## src/hw/rtl/xbr_pkg.sv

```systemverilog
// Shared types, constants and CRC helper for the XMODEM block receiver.
package xbr_pkg;

  localparam logic [7:0] SOH_BYTE = 8'h01;
  localparam logic [7:0] STX_BYTE = 8'h02;
  localparam logic [7:0] EOT_BYTE = 8'h04;
  localparam logic [7:0] CAN_BYTE = 8'h18;

  localparam int unsigned SMALL_LEN = 128;
  localparam int unsigned LARGE_LEN = 1024;

  localparam logic [15:0] CRC_POLY = 16'h1021;
  localparam logic [15:0] CRC_TOP  = 16'h8000;

  typedef logic [10:0] pos_t;

  typedef enum logic [2:0] {
    KIND_PAYLOAD   = 3'd0,
    KIND_NEW       = 3'd1,
    KIND_DUPLICATE = 3'd2,
    KIND_OUT_OF_SEQ = 3'd3,
    KIND_BAD       = 3'd4,
    KIND_EOT       = 3'd5,
    KIND_CANCEL    = 3'd6
  } kind_t;

  typedef enum logic [3:0] {
    OP_START,
    OP_SEQ,
    OP_COMP,
    OP_PAYLOAD,
    OP_FIRST_TRAILER,
    OP_SUM_END,
    OP_CRC_END,
    OP_EOT,
    OP_CANCEL
  } op_t;

  typedef struct packed {
    op_t        op;
    logic [7:0] data;
    logic       big;
  } entry_t;

  // CRC-16, poly 0x1021, MSB first, one byte per call.
  function automatic logic [15:0] crc_update(input logic [15:0] crc_in,
                                             input logic [7:0]  b);
    logic [15:0] c;
    c = crc_in ^ {b, 8'h00};
    for (int i = 0; i < 8; i++) begin
      if ((c & CRC_TOP) != 16'h0000) begin
        c = {c[14:0], 1'b0} ^ CRC_POLY;
      end else begin
        c = {c[14:0], 1'b0};
      end
    end
    return c;
  endfunction

endpackage

```

## src/hw/rtl/xbr_front.sv

```systemverilog
// Front end: tracks the framing position and classifies each line byte.
module xbr_front (
  input  logic           clk,
  input  logic           rst,
  input  logic           cfg_valid,
  input  logic           cfg_data,
  input  logic           in_accept,
  input  logic [7:0]     rx_byte,
  input  logic           line_error,
  output logic           push,
  output xbr_pkg::entry_t push_entry
);
  import xbr_pkg::*;

  localparam pos_t SMALL_LAST = pos_t'(SMALL_LEN + 2);
  localparam pos_t LARGE_LAST = pos_t'(LARGE_LEN + 2);

  logic crc_mode;
  pos_t byte_position, byte_position_next;
  logic big_block, big_block_next;
  logic cancel_seen, cancel_seen_next;

  pos_t pos;
  pos_t last_payload;

  always_ff @(posedge clk) begin
    if (rst) begin
      crc_mode      <= 1'b1;
      byte_position <= '0;
      big_block     <= 1'b0;
      cancel_seen   <= 1'b0;
    end else begin
      if (cfg_valid) begin
        crc_mode <= cfg_data;
      end
      byte_position <= byte_position_next;
      big_block     <= big_block_next;
      cancel_seen   <= cancel_seen_next;
    end
  end

  always_comb begin
    byte_position_next = byte_position;
    big_block_next     = big_block;
    cancel_seen_next   = cancel_seen;
    push               = 1'b0;
    push_entry.op      = OP_START;
    push_entry.data    = rx_byte;
    push_entry.big     = big_block;

    // a line error drops any partial block before this byte
    pos          = line_error ? '0 : byte_position;
    last_payload = big_block ? LARGE_LAST : SMALL_LAST;

    if (in_accept) begin
      if (pos == '0) begin
        case (rx_byte)
          SOH_BYTE, STX_BYTE: begin
            big_block_next     = (rx_byte == STX_BYTE);
            byte_position_next = pos_t'(1);
            push               = 1'b1;
            push_entry.op      = OP_START;
          end
          EOT_BYTE: begin
            byte_position_next = '0;
            push               = 1'b1;
            push_entry.op      = OP_EOT;
          end
          CAN_BYTE: begin
            byte_position_next = '0;
            if (cancel_seen) begin
              push          = 1'b1;
              push_entry.op = OP_CANCEL;
            end else begin
              cancel_seen_next = 1'b1;
            end
          end
          default: begin
            byte_position_next = '0;
            cancel_seen_next   = 1'b0;
          end
        endcase
      end else if (pos == pos_t'(1)) begin
        byte_position_next = pos_t'(2);
        push               = 1'b1;
        push_entry.op      = OP_SEQ;
      end else if (pos == pos_t'(2)) begin
        byte_position_next = pos_t'(3);
        push               = 1'b1;
        push_entry.op      = OP_COMP;
      end else if (pos <= last_payload) begin
        byte_position_next = pos + pos_t'(1);
        push               = 1'b1;
        push_entry.op      = OP_PAYLOAD;
      end else if (pos == last_payload + pos_t'(1)) begin
        push = 1'b1;
        if (!crc_mode) begin
          byte_position_next = '0;
          cancel_seen_next   = 1'b0;
          push_entry.op      = OP_SUM_END;
        end else begin
          byte_position_next = pos + pos_t'(1);
          push_entry.op      = OP_FIRST_TRAILER;
        end
      end else begin
        byte_position_next = '0;
        cancel_seen_next   = 1'b0;
        push               = 1'b1;
        push_entry.op      = OP_CRC_END;
      end
    end
  end

endmodule

```

## src/hw/rtl/xbr_queue.sv

```systemverilog
// Small register FIFO between the classifier and the block checker.
module xbr_queue #(
  parameter int unsigned DEPTH = 4
) (
  input  logic            clk,
  input  logic            rst,
  input  logic            push,
  input  xbr_pkg::entry_t push_entry,
  output logic            full,
  output logic            head_valid,
  output xbr_pkg::entry_t head_entry,
  input  logic            pop
);
  import xbr_pkg::*;

  localparam int unsigned PW = (DEPTH > 1) ? $clog2(DEPTH) : 1;
  localparam int unsigned CW = $clog2(DEPTH + 1);
  localparam logic [PW-1:0] LAST_SLOT = PW'(DEPTH - 1);

  entry_t        slots [DEPTH];
  logic [PW-1:0] wr_ptr, rd_ptr;
  logic [CW-1:0] count;

  logic do_push, do_pop;

  assign full       = (count == CW'(DEPTH));
  assign head_valid = (count != '0);
  assign head_entry = slots[rd_ptr];
  assign do_push    = push && !full;
  assign do_pop     = pop && head_valid;

  always_ff @(posedge clk) begin
    if (do_push) begin
      slots[wr_ptr] <= push_entry;
    end
  end

  always_ff @(posedge clk) begin
    if (rst) begin
      wr_ptr <= '0;
      rd_ptr <= '0;
      count  <= '0;
    end else begin
      if (do_push) begin
        wr_ptr <= (wr_ptr == LAST_SLOT) ? '0 : wr_ptr + PW'(1);
      end
      if (do_pop) begin
        rd_ptr <= (rd_ptr == LAST_SLOT) ? '0 : rd_ptr + PW'(1);
      end
      if (do_push && !do_pop) begin
        count <= count + CW'(1);
      end else if (do_pop && !do_push) begin
        count <= count - CW'(1);
      end
    end
  end

endmodule

```

## src/hw/rtl/xbr_back.sv

```systemverilog
// Back end: running checksum/CRC, sequence check, verdict and output register.
module xbr_back (
  input  logic            clk,
  input  logic            rst,
  input  logic            head_valid,
  input  xbr_pkg::entry_t head_entry,
  output logic            pop,
  output logic            out_valid,
  input  logic            out_ready,
  output logic [2:0]      kind,
  output logic [7:0]      payload_byte,
  output logic [7:0]      block_number,
  output logic            large_block
);
  import xbr_pkg::*;

  logic [7:0]  seq_byte;
  logic [7:0]  seq_complement;
  logic [7:0]  running_sum;
  logic [15:0] running_crc;
  logic [7:0]  first_trailer_byte;
  logic [7:0]  expected_seq;

  logic        step;
  logic        emit;
  logic        trailer_ok;
  kind_t       verdict_kind;
  kind_t       emit_kind;
  logic [7:0]  emit_payload;
  logic [7:0]  emit_number;
  logic        emit_large;

  assign step = head_valid && (!out_valid || out_ready);
  assign pop  = step;

  always_comb begin
    if (head_entry.op == OP_SUM_END) begin
      trailer_ok = (head_entry.data == running_sum);
    end else begin
      trailer_ok = (first_trailer_byte == running_crc[15:8]) &&
                   (head_entry.data == running_crc[7:0]);
    end

    if ((seq_byte != ~seq_complement) || !trailer_ok) begin
      verdict_kind = KIND_BAD;
    end else if (seq_byte == expected_seq) begin
      verdict_kind = KIND_NEW;
    end else if (seq_byte == expected_seq - 8'd1) begin
      verdict_kind = KIND_DUPLICATE;
    end else begin
      verdict_kind = KIND_OUT_OF_SEQ;
    end

    emit         = 1'b0;
    emit_kind    = KIND_PAYLOAD;
    emit_payload = 8'h00;
    emit_number  = 8'h00;
    emit_large   = 1'b0;
    case (head_entry.op)
      OP_PAYLOAD: begin
        emit         = 1'b1;
        emit_payload = head_entry.data;
        emit_large   = head_entry.big;
      end
      OP_SUM_END, OP_CRC_END: begin
        emit        = 1'b1;
        emit_kind   = verdict_kind;
        emit_number = seq_byte;
        emit_large  = head_entry.big;
      end
      OP_EOT: begin
        emit      = 1'b1;
        emit_kind = KIND_EOT;
      end
      OP_CANCEL: begin
        emit      = 1'b1;
        emit_kind = KIND_CANCEL;
      end
      default: begin
        emit = 1'b0;
      end
    endcase
  end

  always_ff @(posedge clk) begin
    if (rst) begin
      seq_byte           <= '0;
      seq_complement     <= '0;
      running_sum        <= '0;
      running_crc        <= '0;
      first_trailer_byte <= '0;
      expected_seq       <= 8'd1;
      out_valid          <= 1'b0;
    end else begin
      if (step) begin
        out_valid <= emit;
        case (head_entry.op)
          OP_START: begin
            running_sum <= '0;
            running_crc <= '0;
          end
          OP_SEQ:           seq_byte           <= head_entry.data;
          OP_COMP:          seq_complement     <= head_entry.data;
          OP_FIRST_TRAILER: first_trailer_byte <= head_entry.data;
          OP_PAYLOAD: begin
            running_sum <= running_sum + head_entry.data;
            running_crc <= crc_update(running_crc, head_entry.data);
          end
          OP_SUM_END, OP_CRC_END: begin
            if (verdict_kind == KIND_NEW) begin
              expected_seq <= expected_seq + 8'd1;
            end
          end
          default: begin
          end
        endcase
      end else if (out_ready) begin
        out_valid <= 1'b0;
      end
    end
  end

  always_ff @(posedge clk) begin
    if (step && emit) begin
      kind         <= emit_kind;
      payload_byte <= emit_payload;
      block_number <= emit_number;
      large_block  <= emit_large;
    end
  end

endmodule

```

## src/hw/rtl/xmodem_block_receiver.sv

```systemverilog
// XMODEM / XMODEM-1K block receiver top level.
//
// Takes one line byte per transaction and can accept a byte every clock cycle
// while the FIFO is not full. A front classifier tracks the framing position
// (header, sequence byte, complement, payload, trailer) and pushes classified
// bytes into a small FIFO of QUEUE_DEPTH entries; the back end keeps the running
// 8-bit sum and CRC-16 (one full byte update per cycle while the output is not
// stalled, which sets the clock-rate path), checks the sequence pair and issues
// the verdict. Each result is registered into the output register from the FIFO
// head; input and output stall independently until the FIFO fills. The crc_mode
// register (reset 1 = CRC-16 trailer, 0 = checksum) is written through the cfg
// channel, which is always ready, and must only be changed while idle.
module xmodem_block_receiver #(
  parameter int unsigned QUEUE_DEPTH = 4
) (
  input  logic       clk,
  input  logic       rst,
  input  logic       cfg_valid,
  output logic       cfg_ready,
  input  logic       cfg_data,
  input  logic       in_valid,
  output logic       in_ready,
  input  logic [7:0] rx_byte,
  input  logic       line_error,
  output logic       out_valid,
  input  logic       out_ready,
  output logic [2:0] kind,
  output logic [7:0] payload_byte,
  output logic [7:0] block_number,
  output logic       large_block
);
  import xbr_pkg::*;

  logic   push;
  entry_t push_entry;
  logic   q_full;
  logic   head_valid;
  entry_t head_entry;
  logic   pop;
  logic   in_accept;

  assign cfg_ready = 1'b1;
  assign in_ready  = !q_full;
  assign in_accept = in_valid && in_ready;

  xbr_front u_front (
    .clk        (clk),
    .rst        (rst),
    .cfg_valid  (cfg_valid),
    .cfg_data   (cfg_data),
    .in_accept  (in_accept),
    .rx_byte    (rx_byte),
    .line_error (line_error),
    .push       (push),
    .push_entry (push_entry)
  );

  xbr_queue #(
    .DEPTH (QUEUE_DEPTH)
  ) u_queue (
    .clk        (clk),
    .rst        (rst),
    .push       (push),
    .push_entry (push_entry),
    .full       (q_full),
    .head_valid (head_valid),
    .head_entry (head_entry),
    .pop        (pop)
  );

  xbr_back u_back (
    .clk          (clk),
    .rst          (rst),
    .head_valid   (head_valid),
    .head_entry   (head_entry),
    .pop          (pop),
    .out_valid    (out_valid),
    .out_ready    (out_ready),
    .kind         (kind),
    .payload_byte (payload_byte),
    .block_number (block_number),
    .large_block  (large_block)
  );

endmodule

```

## config.mk

```make
export PLATFORM = sky130hd
export DESIGN_NAME = xmodem_block_receiver
export DESIGN_NICKNAME = d
export VERILOG_FILES = /design/src/hw/rtl/xbr_pkg.sv /design/src/hw/rtl/xbr_front.sv /design/src/hw/rtl/xbr_queue.sv /design/src/hw/rtl/xbr_back.sv /design/src/hw/rtl/xmodem_block_receiver.sv
export SDC_FILE = /design/constraint.sdc
export NUM_CORES = 1
export LEC_CHECK = 0
export ABC_AREA = 1
export BUFFER_PORTS_ARGS = -buffer_cell sky130_fd_sc_hd__buf_2
export CAP_MARGIN = 10
export CORE_MARGIN = 5
export CORE_UTILIZATION = 62
export CTS_CLUSTER_SIZE = 25
export DETAILED_ROUTE_END_ITERATION = 10
export HOLD_SLACK_MARGIN = 0.06
export MAX_ROUTING_LAYER = met4
export PLACE_DENSITY = 0.76
export SYNTH_ARGS = -nofsm -noshare
export SYNTH_HDL_FRONTEND = slang
export SYNTH_SLANG_ARGS = --single-unit
```

## constraint.sdc

```tcl
create_clock -name clk -period 3.7 [get_ports clk]
set_clock_uncertainty 0.05 [all_clocks]
set_input_delay 0.925 -clock clk [delete_from_list [all_inputs] [get_ports clk]]
set_output_delay 0.925 -clock clk [all_outputs]
set_load 0.05 [all_outputs]
```

# Word level (Yosys, flattened, before mapping)
# Memories as Yosys holds them, arrays and structs flattened. A register that Yosys moved wholly into a read port is not among the register bits.
# Cells that the tools add are included.
[word_totals]
register_bits = 98
ramBits = 52
out_inout_bits = 23
elab_cells = 178
mem_count = 1
[op_classes]
addsub = 9
n_lt_le_gt_ge = 1
n_eq_ne = 30
mux = 76
n_bitwise = 10
n_reduce_logical = 33
[mem_list]
columns = ["memory", "words", "word_bits", "read_ports", "rd_clocked_by_memory_dff", "wr", "line_no", "rtl"]
rows = [
  ["u_queue.slots", 4, 13, 1, 1, 1, "xbr_queue.sv:20", "entry_t slots [DEPTH];"],
]
[ops]
columns = ["op", "count"]
rows = [
  ["$mux 16", 21],
  ["$mux 13", 8],
  ["$mux 11", 8],
  ["$eq 8x8->1", 5],
  ["$pmux 16 s2", 1],
  ["$mux 4", 6],
  ["$not 3->3", 8],
  ["$add 11x1->11 const B", 2],
  ["$mux 1", 18],
  ["$eq 4x3->1 const B", 4],
  ["$pmux 8 s2", 1],
  ["$xor 16x16->16", 1],
  ["$mux 2", 6],
  ["$eq 11x1->1 const B", 1],
  ["$eq 11x11->1", 1],
  ["$eq 11x2->1 const B", 1],
  ["$le 11x11->1", 1],
  ["$logic_not 11->1", 1],
  ["$mux 3", 3],
  ["$pmux 3 s3", 1],
  ["$add 8x1->8 const B", 1],
  ["$add 8x8->8", 1],
  ["$eq 4x2->1 const B", 2],
  ["$eq 8x1->1 const B", 1],
  ["other kinds (31)", 56],
]

# Longest topological paths before layout
[depth]
word_depth = 39
ltp_mapped = 18
depth_no_buf = 18

# By module
# A second synthesis with hierarchy kept.
[unflattened]
hier_cells = 1011
hier_area_um2 = 8149.1
[by_module_without_submodules]
columns = ["module", "n_inst", "cells_each", "area_each_um2", "seq_area_each_um2"]
rows = [
  ["xbr_back", 1, 580, 4245.3, 1741.7],
  ["xbr_queue", 1, 196, 2498.6, 1741.7],
  ["xbr_front", 1, 230, 1380.1, 280.3],
  ["xmodem_block_receiver", 1, 5, 25.0, 0.0],
]

# Least setup slack after synthesis
# Ideal clock, no wire load.
[synth_timing]
kind = "input -> register"
startpoint = "in line_error"
endpoint = "reg u_queue.count[2]"
setup_time_ps = 122
t_arrival_ps = 2840
t_required_ps = 3528
setup_slack_ps = 688
stages = 17
cell_sequence = "nor2_1 inv_1 ha_1 nand2_1 nor3_2 nand2_1 nor2_1 nand2_1 nand2_2 inv_1 ha_1 inv_1 fa_1 a21oi_1 o21ai_0 o21ai_0 a21oi_1"
[synth_via]
elab_chain_cells = 8
elab_cells_between_ends = 10
[synth_rtl]
columns = ["item", "line_no", "rtl"]
rows = [
  ["start: declaration", "xmodem_block_receiver.sv:24", "input logic line_error,"],
  ["$mux 11 (*)", "xbr_front.sv:52", "pos = line_error ? '0 : byte_position;"],
  ["$logic_not 11->1 (*)", "xbr_front.sv:56", "if (pos == '0) begin"],
  ["$mux 1 (*)", "xbr_front.sv:56", ""],
  ["$mux 1 (*)", "xbr_front.sv:55", "if (in_accept) begin"],
  ["$logic_and 1x1->1 (*)", "xbr_queue.sv:29", "assign do_push = push && !full;"],
  ["named net u_queue.do_push", "xbr_queue.sv:24", "logic do_push, do_pop;"],
  ["$logic_not 1->1", "xbr_queue.sv:52", "end else if (do_pop && !do_push) begin"],
  ["$logic_and 1x1->1", "xbr_queue.sv:52", ""],
  ["$reduce_bool 2->1 (no source line)", "n/a", ""],
  ["end signal: assignment", "xbr_queue.sv:51", "count <= count + CW'(1);"],
  ["end signal: assignment", "xbr_queue.sv:53", "count <= count - CW'(1);"],
  ["end: declaration", "xbr_queue.sv:22", "logic [CW-1:0] count;"],
]
# Mark *: on every way through the listed nets, which the timed path passes. The rest lies on a longest branch.
# A chain may end at the register's enable or synchronous reset.

# Final worst setup path
# Ends and elaborated chain as after synthesis.

==> results.rst <==
.. list-table::
   :header-rows: 1

   * - Metric
     - Value
   * - Status
     - completed
   * - CTS sink cnt
     - 152
   * - Most area-consuming cells after synthesis
     - sky130_fd_sc_hd__edfxtp_1 28%, sky130_fd_sc_hd__dfxtp_1 21%, sky130_fd_sc_hd__nand2_1 10%, sky130_fd_sc_hd__a21oi_1 5.1%, sky130_fd_sc_hd__nor2_1 4.6%
   * - Clk pin slew, worst setup/hold paths
     - 0.06 ns
   * - Overall via count from detail_route
     - 6451
   * - GRT Residual Overflow
     - 0
   * - Initial standard-cell utilization of the core
     - 62.4%
   * - Die area
     - approximately 0.015 mm²
   * - Core area
     - ~0.012 mm²
   * - Worst slew slack as a fraction of its limit
     - 38.0%
   * - Max Buffers Root-to-Sink
     - 2
   * - Yosys warning count
     - 0
   * - Worst min path class
     - reg2reg
   * - Type of the setup path with the least slack
     - in2reg
   * - Count of pins over their slew limit
     - 0
   * - Highest attainable clock frequency
     - 0.328 GHz
   * - Highest-count cells in the layout ignoring fill and taps
     - 212 x sky130_fd_sc_hd__nand2_1, 96 x sky130_fd_sc_hd__nor2_1, 95 x sky130_fd_sc_hd__inv_1
   * - Clock latency at the later pin of the worst-skew pair
     - around 0.43 ns
   * - Number of synthesized flops with an enable pin
     - between 70 and 80
   * - Worst endpoint data arrival time
     - around 3.3 ns
   * - Net count after synthesis
     - 981
   * - First-pass detailed-route iteration total
     - 5
   * - Mean instance size in the synthesized netlist
     - between 8 and 9 µm²
   * - Antenna violations before repair
     - 0
   * - Hold Path Stages
     - 2
   * - Number of buffers added to fix hold violations after cts
     - 0
   * - Setup-violating endpoint count in the final report
     - 0
   * - H-Tree Level Count
     - 4
   * - Number of post-CTS setup repair buffers
     - 0
   * - Number of placement rows
     - 41
   * - Via density per instance
     - 5.46
   * - Sum Neg Setup Slack
     - 0 ns
   * - Max IR drop VDD
     - 0.000333 V
   * - Post-Synthesis Cell Area
     - 0.00777 mm²
   * - I/O pin cnt
     - 38
   * - Area Overhead vs Synth
     - 13.7%
   * - Async SR Flop Fraction
     - 0%
   * - Wire length of the first global-routing pass
     - about 29000 µm
   * - Total placed cells including tap cells
     - 1150
   * - Worst-path cell with the longest stage delay
     - sky130_fd_sc_hd__fa_1
   * - Hpwl dp
     - 12500 µm
   * - Overall routing resource usage
     - 26.2%
   * - Hold wc startpoint
     - u_front.byte_position[1]
   * - Flip-flop and latch count after synthesis
     - 152
   * - Unrepaired setup endpoints after global routing
     - no
   * - Dominant register cell in the synthesized netlist
     - sky130_fd_sc_hd__dfxtp_1
   * - CTS root buf
     - sky130_fd_sc_hd__clkbuf_16
   * - Number of standard cells in the final layout excluding fillers
     - approximately 1200
   * - Number of buffers added on ports
     - 36
   * - Kind of capture point of the worst setup path
     - flip-flop
   * - Global-route met1 utilization
     - 33.1%
   * - Iter 0 DRT Violations
     - 590
   * - Die span in x
     - 122 µm
   * - Total leakage power
     - 3.68 nW
   * - Clock buffers created by TritonCTS
     - 17
   * - Number of antenna-violating nets in the routed design
     - 0
   * - Sink of the worst hold path
     - u_front.byte_position[1]
   * - Layout cells sized above 1
     - 12.7%
   * - Data required time at the worst endpoint
     - 3.96 ns
   * - Crit path cell chain
     - buf_2, nor2_1, inv_1, ha_1, nand2_1, nor3_2, nand2_1, nor2_1, nand2_1, nand2_2, inv_1, ha_1, inv_1, fa_1, a21oi_1, o21ai_0, o21ai_0, a21oi_1
   * - Wire length reported by the detailed router
     - 18000 µm
   * - Maxcap violations
     - 0
   * - Worst slew pin tran
     - between 0.9 and 1 ns
   * - R2R depth
     - 14
   * - Delay of the slowest cell on the worst path
     - 0.39 ns
   * - Fraction of met3 tracks used by global routing
     - 4.46%
   * - Number of global-route vias before repair
     - 5852
   * - Highest fanout seen on the critical path
     - 9
   * - Proportion of netlist area held by the largest area contributor
     - roughly 28%
   * - Most frequent standard cell in the layout excluding fill and tap cells
     - sky130_fd_sc_hd__nand2_1
   * - Busiest metal layer after global routing
     - met2
   * - Capture instance of the worst register-to-register path
     - u_back.expected_seq[1]
   * - Post-synthesis instance total
     - 943
   * - Final RePlAce weighted congestion
     - approximately 0.95
   * - DRC violations left
     - 0
   * - Met2 Resource Use GR
     - 42.9%
   * - Reg-to-reg slack, setup
     - 0.67 ns
   * - Layout net count
     - ~1000
   * - Count of cell types in the netlist
     - 53
   * - CTS tree
     - yes
   * - Number of gates resized after cts
     - 0
   * - PwrDens
     - 758 mW/mm²
   * - Sequential-to-total area share from yosys stat
     - 48.4%
   * - Nature of the critical path startpoint
     - input pin
   * - Average wire per cell in the routed design
     - 15.2 µm
   * - Library cell occupying the most area in the post-synthesis netlist
     - sky130_fd_sc_hd__edfxtp_1
   * - Share of the clock period used by the worst path
     - between 80 and 90%
   * - Final critical-path required period
     - a little over 3 ns
   * - Diodes inserted
     - 0
   * - Vertical die dimension
     - 122 µm
   * - Largest net degree at the start of global routing
     - 45
   * - Final hold violation count
     - 0
==> worst max-delay path, delay by kind of cell <==
family / cells / cell delay (ns)
and+or+nand+nor: 7 / 0.71
buffers and inverters: 4 / 0.43
AOI/OAI and AO/OA: 4 / 0.49
adders and majority gates: 3 / 0.73
==> per-stage QoR <==
step                      hold WS, ns  area [µm²]  setup WS (ns)  utilization, %  total power [mW]
after detailed placement        0.407        8230          0.264            66.0              4.89
after global routing            0.441        8840          0.274            70.9              7.08
final                           0.413        8840          0.650            70.9              6.70
after floorplan                 0.389        7770          0.688               -              4.19
after CTS                       0.416        8840          0.643            70.9              6.70
after global placement          0.404        8230          0.378            66.0              4.85
==> cell type report <==
type / count / area (µm²)
multi-input cells: 659 / 3480
clock buffers: 22 / 474
clock inverters: 10 / 143
well taps: 172 / 215
inverters: 107 / 402
flip-flops and latches: 152 / 3760
repair buffers: 60 / 360
fillers: 971 / 3620
==> registers in the layout (all words and copies together), names as in the netlist, 3 cells and up, named ones only <==
| name | flops |
|---|---|
| u_queue.slots | 52 |
| u_back.first_trailer_byte | 8 |
| u_back.seq_byte | 8 |
| u_queue.count | 3 |
| u_back.block_number | 8 |
| u_back.seq_complement | 8 |
| u_back.running_crc | 16 |
| u_back.running_sum | 8 |
| u_back.expected_seq | 8 |
| u_back.payload_byte | 8 |
| u_front.byte_position | 11 |
| u_back.kind | 3 |
==> routing by layer <==
| layer | vias up | wire length (µm) |
|---|---|---|
| met4 | 0 | 325 |
| met1 | 2981 | 7760 |
| met2 | 217 | 8800 |
| met3 | 30 | 1070 |
| met5 | - | 0 |
| li1 | 3223 | - |
==> synth_stat cells, drive strengths merged, types with 2 or more instances <==
cell type / n
xor2: 22
nand3: 58
nand3b: 4
inv: 106
buf: 15
xnor2: 28
or2: 4
fa: 2
a211oi: 2
and2: 2
a21oi: 81
nor3: 13
o21ai: 62
edfxtp: 72
clkbuf: 10
nand2: 221
nand4: 20
a31oi: 2
ha: 21
nor2: 98
o21a: 2
dfxtp: 80
nor4: 6
==> kinds of logic (layout without fill, tap and decap cells) <==
kind of cell | after synthesis | in the layout | share of synthesized area [%]
simple gates | 429 | 429 | 24.2
buf+inv | 132 | 199 | 6.76
other cells | 1 | 1 | 0.0482
compound gates | 156 | 156 | 10.8
xor+xnor | 50 | 50 | 5.92
flops | 152 | 152 | 48.4
fa+ha+maj | 23 | 23 | 3.90
==> where the power goes <==
group	leakage, nW	switching [mW]	internal (mW)
Clock	0.302	0.668	1.12
Sequential	1.33	0.157	2.03
Combinational	2.05	1.92	0.816
==> how the worst max path moves through the flow <==
| stage | end | start | slack (ns) | depth (start not counted) |
|---|---|---|---|---|
| after floorplan | u_queue.count[2] | line_error | 0.69 | 17 |
| after global placement | u_queue.count[2] | line_error | 0.38 | 18 |
| after detailed placement | u_queue.count[2] | line_error | 0.26 | 18 |
| after CTS | u_back.expected_seq[1] | flip-flop | 0.64 | 15 |
| after global routing | u_queue.count[2] | line_error | 0.27 | 18 |
| final | u_queue.count[2] | line_error | 0.65 | 18 |
Note: power is estimated with default switching activity, not from simulation.
